File: src/ps2sd_pkg.sv
`timescale 1ns / 1ps

package ps2sd_pkg;

  localparam int DEF_BUFFER_DEPTH = 32;

  localparam int unsigned FRAME_BITS = 11;
  localparam logic [7:0] BREAK_CODE = 8'hF0;
  localparam logic [7:0] ENTER_CODE = 8'h5A;
  localparam logic [7:0] TIMEOUT_RESET = 8'd10;
  localparam logic [7:0] UNKNOWN_CHAR = 8'h3F;  // '?'
  localparam logic [7:0] ZERO_CHAR = 8'h30;     // '0'
  localparam logic [7:0] NINE_CHAR = 8'h39;     // '9'

  typedef enum logic [1:0] {
    OP_EDGE    = 2'd0,
    OP_TICK    = 2'd1,
    OP_RESTART = 2'd2,
    OP_READ    = 2'd3
  } op_t;

  typedef enum logic [1:0] {
    ERR_NONE     = 2'd0,
    ERR_TIMEOUT  = 2'd1,
    ERR_OVERFLOW = 2'd2
  } err_t;

  typedef struct packed {
    op_t         opcode;
    logic        clk_level;
    logic        data_level;
    logic [7:0]  tick_time;
    logic [4:0]  read_index;
  } in_t;

  typedef struct packed {
    logic        in_progress;
    logic        data_available;
    logic        char_stored;
    logic [7:0]  stored_char;
    logic [5:0]  char_count;
    logic [7:0]  read_char;
    logic        error_pending;
    err_t        error_code;
  } out_t;

  // scancode set 2 make codes of the digit keys
  function automatic logic [7:0] decode_digit(input logic [7:0] code);
    logic [7:0] ch;
    unique case (code)
      8'h45:   ch = 8'h30;
      8'h16:   ch = 8'h31;
      8'h1E:   ch = 8'h32;
      8'h26:   ch = 8'h33;
      8'h25:   ch = 8'h34;
      8'h2E:   ch = 8'h35;
      8'h36:   ch = 8'h36;
      8'h3D:   ch = 8'h37;
      8'h3E:   ch = 8'h38;
      8'h46:   ch = 8'h39;
      default: ch = UNKNOWN_CHAR;
    endcase
    return ch;
  endfunction

endpackage

File: src/ps2sd_ctrl.sv
`timescale 1ns / 1ps

module ps2sd_ctrl
  import ps2sd_pkg::*;
#(
  parameter int BUFFER_DEPTH = DEF_BUFFER_DEPTH,
  localparam int FW = $clog2(BUFFER_DEPTH + 1),
  localparam int AW = $clog2(BUFFER_DEPTH)
) (
  input  logic          clk,
  input  logic          rst,
  input  logic          accept,
  input  in_t           item,
  input  logic          cfg_we,
  input  logic [7:0]    cfg_data,
  output out_t          result,
  output logic          wr_en,
  output logic [AW-1:0] wr_addr,
  output logic [7:0]    wr_data
);

  logic [3:0]    bit_position, bit_position_next;
  logic [10:0]   frame_shift, frame_shift_next;
  logic [7:0]    previous_code, previous_code_next;
  logic          reading, reading_next;
  logic          complete, complete_next;
  logic          edges_enabled, edges_enabled_next;
  logic [7:0]    now_ticks, now_ticks_next;
  logic [7:0]    last_edge_ticks, last_edge_ticks_next;
  logic [FW-1:0] fill_count, fill_count_next;
  logic          error_flag, error_flag_next;
  err_t          last_error, last_error_next;
  logic [7:0]    timeout_ticks;

  logic [10:0]   frame_set;
  logic [7:0]    code;
  logic [7:0]    idle_ticks;
  logic          restart_req;
  logic          stored;
  logic [7:0]    schar;

  always_comb begin
    bit_position_next    = bit_position;
    frame_shift_next     = frame_shift;
    previous_code_next   = previous_code;
    reading_next         = reading;
    complete_next        = complete;
    edges_enabled_next   = edges_enabled;
    now_ticks_next       = now_ticks;
    last_edge_ticks_next = last_edge_ticks;
    fill_count_next      = fill_count;
    error_flag_next      = error_flag;
    last_error_next      = last_error;
    restart_req          = 1'b0;
    stored               = 1'b0;
    schar                = '0;
    wr_en                = 1'b0;
    wr_addr              = fill_count[AW-1:0];
    wr_data              = '0;

    // bits past the frame width shift out of the vector and set nothing
    frame_set  = frame_shift | (11'(item.data_level) << bit_position);
    code       = frame_set[8:1];
    idle_ticks = 8'(item.tick_time - last_edge_ticks);

    unique case (item.opcode)
      OP_EDGE: begin
        if (edges_enabled && !item.clk_level) begin
          reading_next         = 1'b1;
          last_edge_ticks_next = now_ticks;
          bit_position_next    = bit_position + 4'd1;
          frame_shift_next     = frame_set;
          if (bit_position_next >= 4'(FRAME_BITS)) begin
            if (previous_code == BREAK_CODE) begin
              if (code == ENTER_CODE) begin
                reading_next       = 1'b0;
                complete_next      = 1'b1;
                edges_enabled_next = 1'b0;
              end else begin
                schar           = decode_digit(code);
                stored          = 1'b1;
                wr_en           = 1'b1;
                wr_data         = schar;
                fill_count_next = fill_count + FW'(1);
                if (fill_count == FW'(BUFFER_DEPTH - 1)) begin
                  restart_req     = 1'b1;
                  error_flag_next = 1'b1;
                  last_error_next = ERR_OVERFLOW;
                end
              end
            end
            previous_code_next = code;
            bit_position_next  = '0;
            frame_shift_next   = '0;
          end
        end
      end
      OP_TICK: begin
        now_ticks_next = item.tick_time;
        if (reading && (idle_ticks > timeout_ticks)) begin
          restart_req     = 1'b1;
          error_flag_next = 1'b1;
          last_error_next = ERR_TIMEOUT;
        end
      end
      OP_RESTART: restart_req = 1'b1;
      OP_READ:    error_flag_next = 1'b0;
      default:    restart_req = 1'b0;
    endcase

    if (restart_req) begin
      bit_position_next  = '0;
      frame_shift_next   = '0;
      fill_count_next    = '0;
      reading_next       = 1'b0;
      complete_next      = 1'b0;
      edges_enabled_next = 1'b1;
      // an overflow restart still keeps the frame's code as previous code
      if (item.opcode != OP_EDGE) begin
        previous_code_next = '0;
      end
    end

    result.in_progress    = reading_next;
    result.data_available = complete_next;
    result.char_stored    = stored;
    result.stored_char    = schar;
    result.char_count     = 6'(fill_count_next);
    result.read_char      = '0;
    result.error_pending  = (item.opcode == OP_READ) ? error_flag : error_flag_next;
    result.error_code     = last_error_next;
  end

  always_ff @(posedge clk) begin
    if (rst) begin
      bit_position    <= '0;
      frame_shift     <= '0;
      previous_code   <= '0;
      reading         <= 1'b0;
      complete        <= 1'b0;
      edges_enabled   <= 1'b1;
      now_ticks       <= '0;
      last_edge_ticks <= '0;
      fill_count      <= '0;
      error_flag      <= 1'b0;
      last_error      <= ERR_NONE;
      timeout_ticks   <= TIMEOUT_RESET;
    end else begin
      if (accept) begin
        bit_position    <= bit_position_next;
        frame_shift     <= frame_shift_next;
        previous_code   <= previous_code_next;
        reading         <= reading_next;
        complete        <= complete_next;
        edges_enabled   <= edges_enabled_next;
        now_ticks       <= now_ticks_next;
        last_edge_ticks <= last_edge_ticks_next;
        fill_count      <= fill_count_next;
        error_flag      <= error_flag_next;
        last_error      <= last_error_next;
      end
      if (cfg_we) begin
        timeout_ticks <= cfg_data;
      end
    end
  end

endmodule

File: src/ps2_scancode_digit_receiver_top.sv
`timescale 1ns / 1ps

// PS/2 scancode digit receiver.
// Input channel (in_valid / in_stall / in_item) carries one event per
// transaction: a falling clock edge with the line levels, a tick with the
// current tick count, a restart, or a read of one buffer entry with status.
// Every input transaction yields exactly one result transaction on the
// output channel (out_valid / out_stall / out_item).
// The result is registered and shows in out_item the cycle after the input
// is accepted. One item per cycle unless out_stall holds a result; the state
// update, buffer write and registered read all finish in the accepting cycle.
// in_stall rises only while a result is held and out_stall is high, so a
// new transaction is taken in the same cycle the held result leaves.
// The timeout register is written through cfg_valid / cfg_data; cfg_ready
// is always high. Write it only while the block is idle.
// Synchronous reset clears all control state, sets the timeout to 10 ticks
// and re-enables edges; the character buffer is not cleared, and an entry
// that was never written reads back as an unknown value.

module ps2_scancode_digit_receiver_top
  import ps2sd_pkg::*;
#(
  parameter int BUFFER_DEPTH = DEF_BUFFER_DEPTH
) (
  input  logic       clk,
  input  logic       rst,
  input  logic       in_valid,
  output logic       in_stall,
  input  in_t        in_item,
  output logic       out_valid,
  input  logic       out_stall,
  output out_t       out_item,
  input  logic       cfg_valid,
  output logic       cfg_ready,
  input  logic [7:0] cfg_data
);

  localparam int AW = $clog2(BUFFER_DEPTH);

  logic          accept;
  out_t          result;
  out_t          out_reg;
  logic          wr_en;
  logic [AW-1:0] wr_addr;
  logic [7:0]    wr_data;
  logic [31:0]   read_wide;
  logic          read_hit;
  logic          rd_hit;
  logic [7:0]    ram_q;
  logic [7:0]    char_mem [BUFFER_DEPTH];

  assign cfg_ready = 1'b1;
  assign in_stall  = out_valid && out_stall;
  assign accept    = in_valid && !in_stall;
  assign read_wide = 32'(in_item.read_index);
  assign read_hit  = (in_item.opcode == OP_READ) && (read_wide < 32'(BUFFER_DEPTH));

  ps2sd_ctrl #(
    .BUFFER_DEPTH(BUFFER_DEPTH)
  ) u_ctrl (
    .clk      (clk),
    .rst      (rst),
    .accept   (accept),
    .item     (in_item),
    .cfg_we   (cfg_valid && cfg_ready),
    .cfg_data (cfg_data),
    .result   (result),
    .wr_en    (wr_en),
    .wr_addr  (wr_addr),
    .wr_data  (wr_data)
  );

  always_ff @(posedge clk) begin
    if (accept && wr_en) begin
      char_mem[wr_addr] <= wr_data;
    end
    if (accept) begin
      ram_q <= char_mem[read_wide[AW-1:0]];
    end
  end

  always_ff @(posedge clk) begin
    if (rst) begin
      out_valid <= 1'b0;
    end else if (accept) begin
      out_valid <= 1'b1;
    end else if (!out_stall) begin
      out_valid <= 1'b0;
    end
  end

  always_ff @(posedge clk) begin
    if (accept) begin
      out_reg <= result;
      rd_hit  <= read_hit;
    end
  end

  always_comb begin
    out_item           = out_reg;
    out_item.read_char = rd_hit ? ram_q : '0;
  end

endmodule

File: config.mk
export PLATFORM = sky130hd
export DESIGN_NAME = ps2_scancode_digit_receiver_top
export DESIGN_NICKNAME = d
export VERILOG_FILES = /design/src/ps2sd_pkg.sv /design/src/ps2sd_ctrl.sv /design/src/ps2_scancode_digit_receiver_top.sv
export SDC_FILE = /design/constraint.sdc
export NUM_CORES = 1
export LEC_CHECK = 0
export BUFFER_PORTS_ARGS = -buffer_cell sky130_fd_sc_hd__buf_2
export CAP_MARGIN = 10
export CORE_UTILIZATION = 55
export DETAILED_ROUTE_END_ITERATION = 12
export GPL_TIMING_DRIVEN = 0
export PLACE_DENSITY = 0.75
export REMOVE_ABC_BUFFERS = 1
export SETUP_SLACK_MARGIN = 0.3
export SLEW_MARGIN = 20
export SYNTH_ARGS = -nofsm -noshare
export SYNTH_HDL_FRONTEND = slang
export SYNTH_SLANG_ARGS = --single-unit
File: constraint.sdc
create_clock -name clk -period 13.55 [get_ports clk]
set_clock_uncertainty 0.1 [all_clocks]
set_input_delay 2.71 -clock clk [delete_from_list [all_inputs] [get_ports clk]]
set_output_delay 2.71 -clock clk [all_outputs]
set_load 0.05 [all_outputs]
; Word-level counts from Yosys, hierarchy flattened
; Memory sizes are Yosys's and may differ from the RTL's. A register that Yosys moved wholly into a read port is not among the register bits.
; Cells that the tools add are included.
[totals]
out_inout_bits = 31
mem_count = 1
ff_bits = 81
ramBits = 256
inputBits = 30
[mem_list]
columns = memory, depth, width, rd, rd_ports_with_merged_regs, wr, line_no
row1 = char_mem, 32, 8, 1, 1, 1, ps2_scancode_digit_receiver_top.sv:50  ; logic [7:0] char_mem [BUFFER_DEPTH];
[classes]
bitwise = 1
order_cmp = 3
mux = 74
shift = 1
n_eq_ne = 17
add_sub_neg = 3
reduce_logical = 19
[op_table]
columns = operator, n
row1 = $mux W8, 11
row2 = $eq A8 B6 Y1 const B, 6
row3 = $mux W11, 4
row4 = $pmux W4 S10, 1
row5 = $mux W1, 39
row6 = $mux W6, 6
row7 = $eq A8 B7 Y1 const B, 3
row8 = $eq A8 B5 Y1 const B, 2
row9 = $mux W4, 4
row10 = $mux W2, 6
row11 = $reduce_bool A2 Y1, 6
row12 = $or A11 B11 Y11, 1
row13 = $shl A1 B4 Y11, 1
row14 = $eq A8 B8 Y1 const B, 1
row15 = $gt A8 B8 Y1, 1
row16 = $sub A8 B8 Y8, 1
row17 = $add A6 B1 Y6 const B, 1
row18 = $eq A6 B5 Y1 const B, 1
row19 = $logic_and A1 B1 Y1, 6
row20 = $lt A5 B6 Y1 const B, 1
row21 = $pmux W1 S3, 2
row22 = $reduce_and A3 Y1, 2
row23 = $reduce_and A6 Y1, 1
row24 = $add A4 B1 Y4 const B, 1
row25 = 8 further kinds, 10

; Depth between registers and ports, before layout
[logic_depth]
depth_word = 11
mapped_depth = 18

; Hierarchy
; A second synthesis with hierarchy kept.
[hier_totals]
cells_unflattened = 883
hier_area_um2 = 14472.6
[by_module_without_submodules]
columns = module, instances, cells_per_inst, area_per_inst_um2
row1 = ps2_scancode_digit_receiver_top, 1, 454, 10879.2
row2 = ps2sd_ctrl, 1, 429, 3593.4

; Worst setup path after synthesis
; No wires, ideal clock.
[synth_timing]
path_kind = input to register
startpoint = input in_item[13] (netlist bit)
endpoint = memory char_mem[0][1] (data pin)
setup_slack_ns = 5.362
setup_time_ns = 0.574
arrival_time_ns = 7.514
required_ns = 12.876
stages = 7
path_cell_list = and3b_1 > a21oi_1 > nand3b_2 > o211ai_2 > a2111oi_0 > nand2_1 > o41ai_1
[synth_lines]
columns = element, line_no
row1 = from (decl), ps2_scancode_digit_receiver_top.sv:29  ; input in_t in_item,
row2 = to (decl), ps2_scancode_digit_receiver_top.sv:50

; Worst setup path after layout
[layout_timing]
startpoint = input in_item[5] (netlist bit)
endpoint = register u_ctrl.previous_code[1]
[layout_via]
elab_chain_len = 6
[layout_rtl]
columns = element, line_no
row1 = $sub A8 B8 Y8, ps2sd_ctrl.sv:64  ; idle_ticks = 8'(item.tick_time - last_edge_ticks);
row2 = $gt A8 B8 Y1, ps2sd_ctrl.sv:100  ; if (reading && (idle_ticks > timeout_ticks)) begin
row3 = $logic_and A1 B1 Y1, ps2sd_ctrl.sv:100
row4 = $mux W1, ps2sd_ctrl.sv:100
row5 = $pmux W1 S3, ps2sd_ctrl.sv:66  ; unique case (item.opcode)
row6 = $mux W8, ps2sd_ctrl.sv:111  ; if (restart_req) begin
row7 = to (signal assigned), ps2sd_ctrl.sv:152  ; previous_code <= previous_code_next;
row8 = to (decl), ps2sd_ctrl.sv:24  ; logic [7:0] previous_code, previous_code_next;
; No other way between the ends.
; A chain may end at the register's enable or synchronous reset.

==> metrics <==
Die W=140 µm; number of synthesized flops with an enable pin=182; area grow syn2layout=13.3%; drt pass-1 iters=5; Congestion Overflow GR=0; first-pass GRT wire length=34200 µm; Design Power=1590 µW; drt via density=6.03; RR Endpoint=char_mem[2][3]; CTS Sinks=239; max-cap violation count=0; setup violators final=0; VDD IR max=0.102 mV; Synth warnings=0; final core occ=0.636; Hold Crit Endpoint=u_ctrl.previous_code[4]; fin crit period=6160 ps; Initial DRC Count=527; CP Max Fanout=20; routed vias=6317; CTS H-tree depth=1; net switching power=333 µW; Die Y=140 µm; Seq cells post-synth=239; Hold Path Class=flip-flop to flip-flop; Flop pwr share=0.494; Initial Utilization=0.561; port bufs=55; Period Utilization, post-route=0.455; Slew HR=0.327; status=finished clean; Final ANT Viol Nets=0; Diodes inserted=0; Worst Setup Start Kind=primary input; fmax=0.162 GHz; post-route setup slack=7390 ps; # rows=50; post-synthesis sequential area ratio=0.632; Worst Setup End Kind=flip-flop; Hold Path Depth=1; fin nets=849; setup slack, reg-to-reg=9360 ps; initial antenna violation count=0; Worst R2R Start=u_ctrl.bit_position[0]; critical path required time=13890 ps; Setup TNS=0 ps; Synth Cell Area=10500 µm²; CTS tree=yes; Synth Instances=745; GPL Wtd Cong=0.823; Clock Power Share=0.458; Clock Path Buffers=3; Final Instance Area=11900 µm²; Int Pwr=1260 µW; CTS Hold Buffers Added=0; Post-DP Area=11000 µm²; final hold vios=0; measured slew at the worst slew-check pin=1010 ps; DP Worst Slack=6500 ps; Data arrival, critical path=6500 ps; Slew Viols, Final=0; Net Sw Frac=0.209; R2R depth=9; clk_lat worst skew=520 ps; overall routing resource usage=0.224; Netlist cell types=66; # DRC=0; post-DR wirelength/cell=20.2 µm; CTS Buf Count=24; share of async-settable or async-resettable flops after synthesis=0; core region area=18600 µm²; Leakage=0.00360 µW; ys flop type=edfxtp_1; root buf cell=clkbuf_16; io pins=61; worst hold start=u_ctrl.previous_code[4]; die area=19600 µm²; Cell Pwr Density=134 nW/µm²; RSZ-0062 raised after global routing=no; DP HPWL=14300 µm; ratio of cells with drive above 1 in the final layout=0.229; CTS clock-pin slew for the worst setup and hold paths=60 ps; crit path kind=primary input to flip-flop; vias in the first global route=6380; number of setup buffers added after CTS=0; largest net degree at the start of global routing=46; Comb power frac=0.048; Post-CTS Resized=0; Mean Syn Cell Area=14.0 µm²; routed wire length=21200 µm
==> power by group through the flow <==
stage	registers, µW	clock network, µW	logic, µW
detailed placement	803	0	76.0
floorplan	813	0	38.2
global placement	803	0	73.6
CTS	787	738	76.3
finish	787	729	76.2
global route	787	768	82.2
==> state kept, by name (all words and copies together) (netlist names) <==
signal and flops:
u_ctrl.timeout_ticks 8, u_ctrl.previous_code 8, u_ctrl.bit_position 4, out_item 16, ram_q 5, u_ctrl.last_edge_ticks 8, u_ctrl.reading 1, u_ctrl.frame_shift 8
char_mem 160, u_ctrl.last_error 2, u_ctrl.edges_enabled 1, rd_hit 1, u_ctrl.fill_count 6, u_ctrl.complete 1, out_valid 1, u_ctrl.now_ticks 8
u_ctrl.error_flag 1
==> layer usage <==
metal / up-vias / global-route usage / share of wire
met1: 3128 / 0.305 / 0.42
met4: 0 / 0.0561 / 0.023
met5: - / 0 / 0
met2: 215 / 0.385 / 0.50
li1: 2937 / - / -
met3: 37 / 0.0263 / 0.052
==> through the flow <==
step / hold WS, ps / std cells
5_1_grt: 374 / 1048
3_3_place_gp: 338 / 996
4_1_cts: 362 / 1048
3_5_place_dp: 341 / 1005
6_report: 358 / 1048
2_1_floorplan: 324 / 707
==> layout by cell type, fill, tap and decap left out, types with 9 or more instances in the layout <==
master / count
o21ai_0: 10
inv_1: 26
or3_1: 9
mux4_2: 50
dfxtp_1: 57
ha_1: 21
nor3_1: 23
edfxtp_1: 182
buf_2: 59
nand3_1: 14
nand2_1: 42
a21oi_1: 48
mux2i_1: 14
nor2_1: 80
clkbuf_16: 24
==> cells by family after synthesis <==
logic type	count (synthesis)	synth area share
DFF	239	0.632
AOI/OAI and AO/OA	116	0.0750
other	2	0.000718
adders and majority gates	22	0.0270
buffers and inverters	69	0.0281
xor gates and xnor gates	11	0.00921
and+or+nand+nor	217	0.102
muxes	69	0.126
==> synth_stat cells (7+ instances only) <==
cell         n  share of area
a21o_1       7         0.0050
nor2b_1      7         0.0042
nand3_1     14         0.0067
or3_1        9         0.0054
mux4_2      50           0.11
nand4_1      8         0.0048
o2bb2ai_1    8         0.0067
nand2_1     42          0.015
ha_1        21          0.025
clkbuf_1    23         0.0083
inv_1       27         0.0097
mux2i_1     14          0.013
edfxtp_1   182           0.52
and2_1       7         0.0042
a21oi_1     48          0.023
nor2_1      81          0.029
nor3_1      23          0.011
buf_4        8         0.0057
dfxtp_1     57           0.11
o21ai_0     10         0.0048
==> worst max-delay path, stage by stage <==
cell	delay, ps
buf_2	100
inv_1	70
ha_1	150
inv_1	60
fa_1	400
a21o_1	170
a21oi_1	220
o21bai_1	90
a21oi_1	170
xnor2_1	100
ha_1	310
nand4_1	110
o21ai_0	170
a21oi_1	130
o31ai_4	700
a21oi_1	110
nor2_1	510
o2bb2ai_1	200
==> area by class of cell <==
type	instances	area, µm²
fill	1318	6790
sequential	239	6610
multi-input combinational	440	3610
clock buffer	27	632
timing repair buffer	64	348
tap	234	293
clock inverter	16	255
inverter	28	105
==> worst max path at each step <==
stage	start	endpoint	cells past startpoint
floorplan	in_item[13]	char_mem[0][1]	7
global placement	in_item[13]	char_mem[4][1]	8
CTS	in_item[13]	char_mem[9][1]	8
global route	in_item[5]	u_ctrl.previous_code[1]	18
detailed placement	in_item[13]	char_mem[5][0]	8
finish	in_item[5]	u_ctrl.previous_code[1]	18
(Power assumes the default switching activity.)
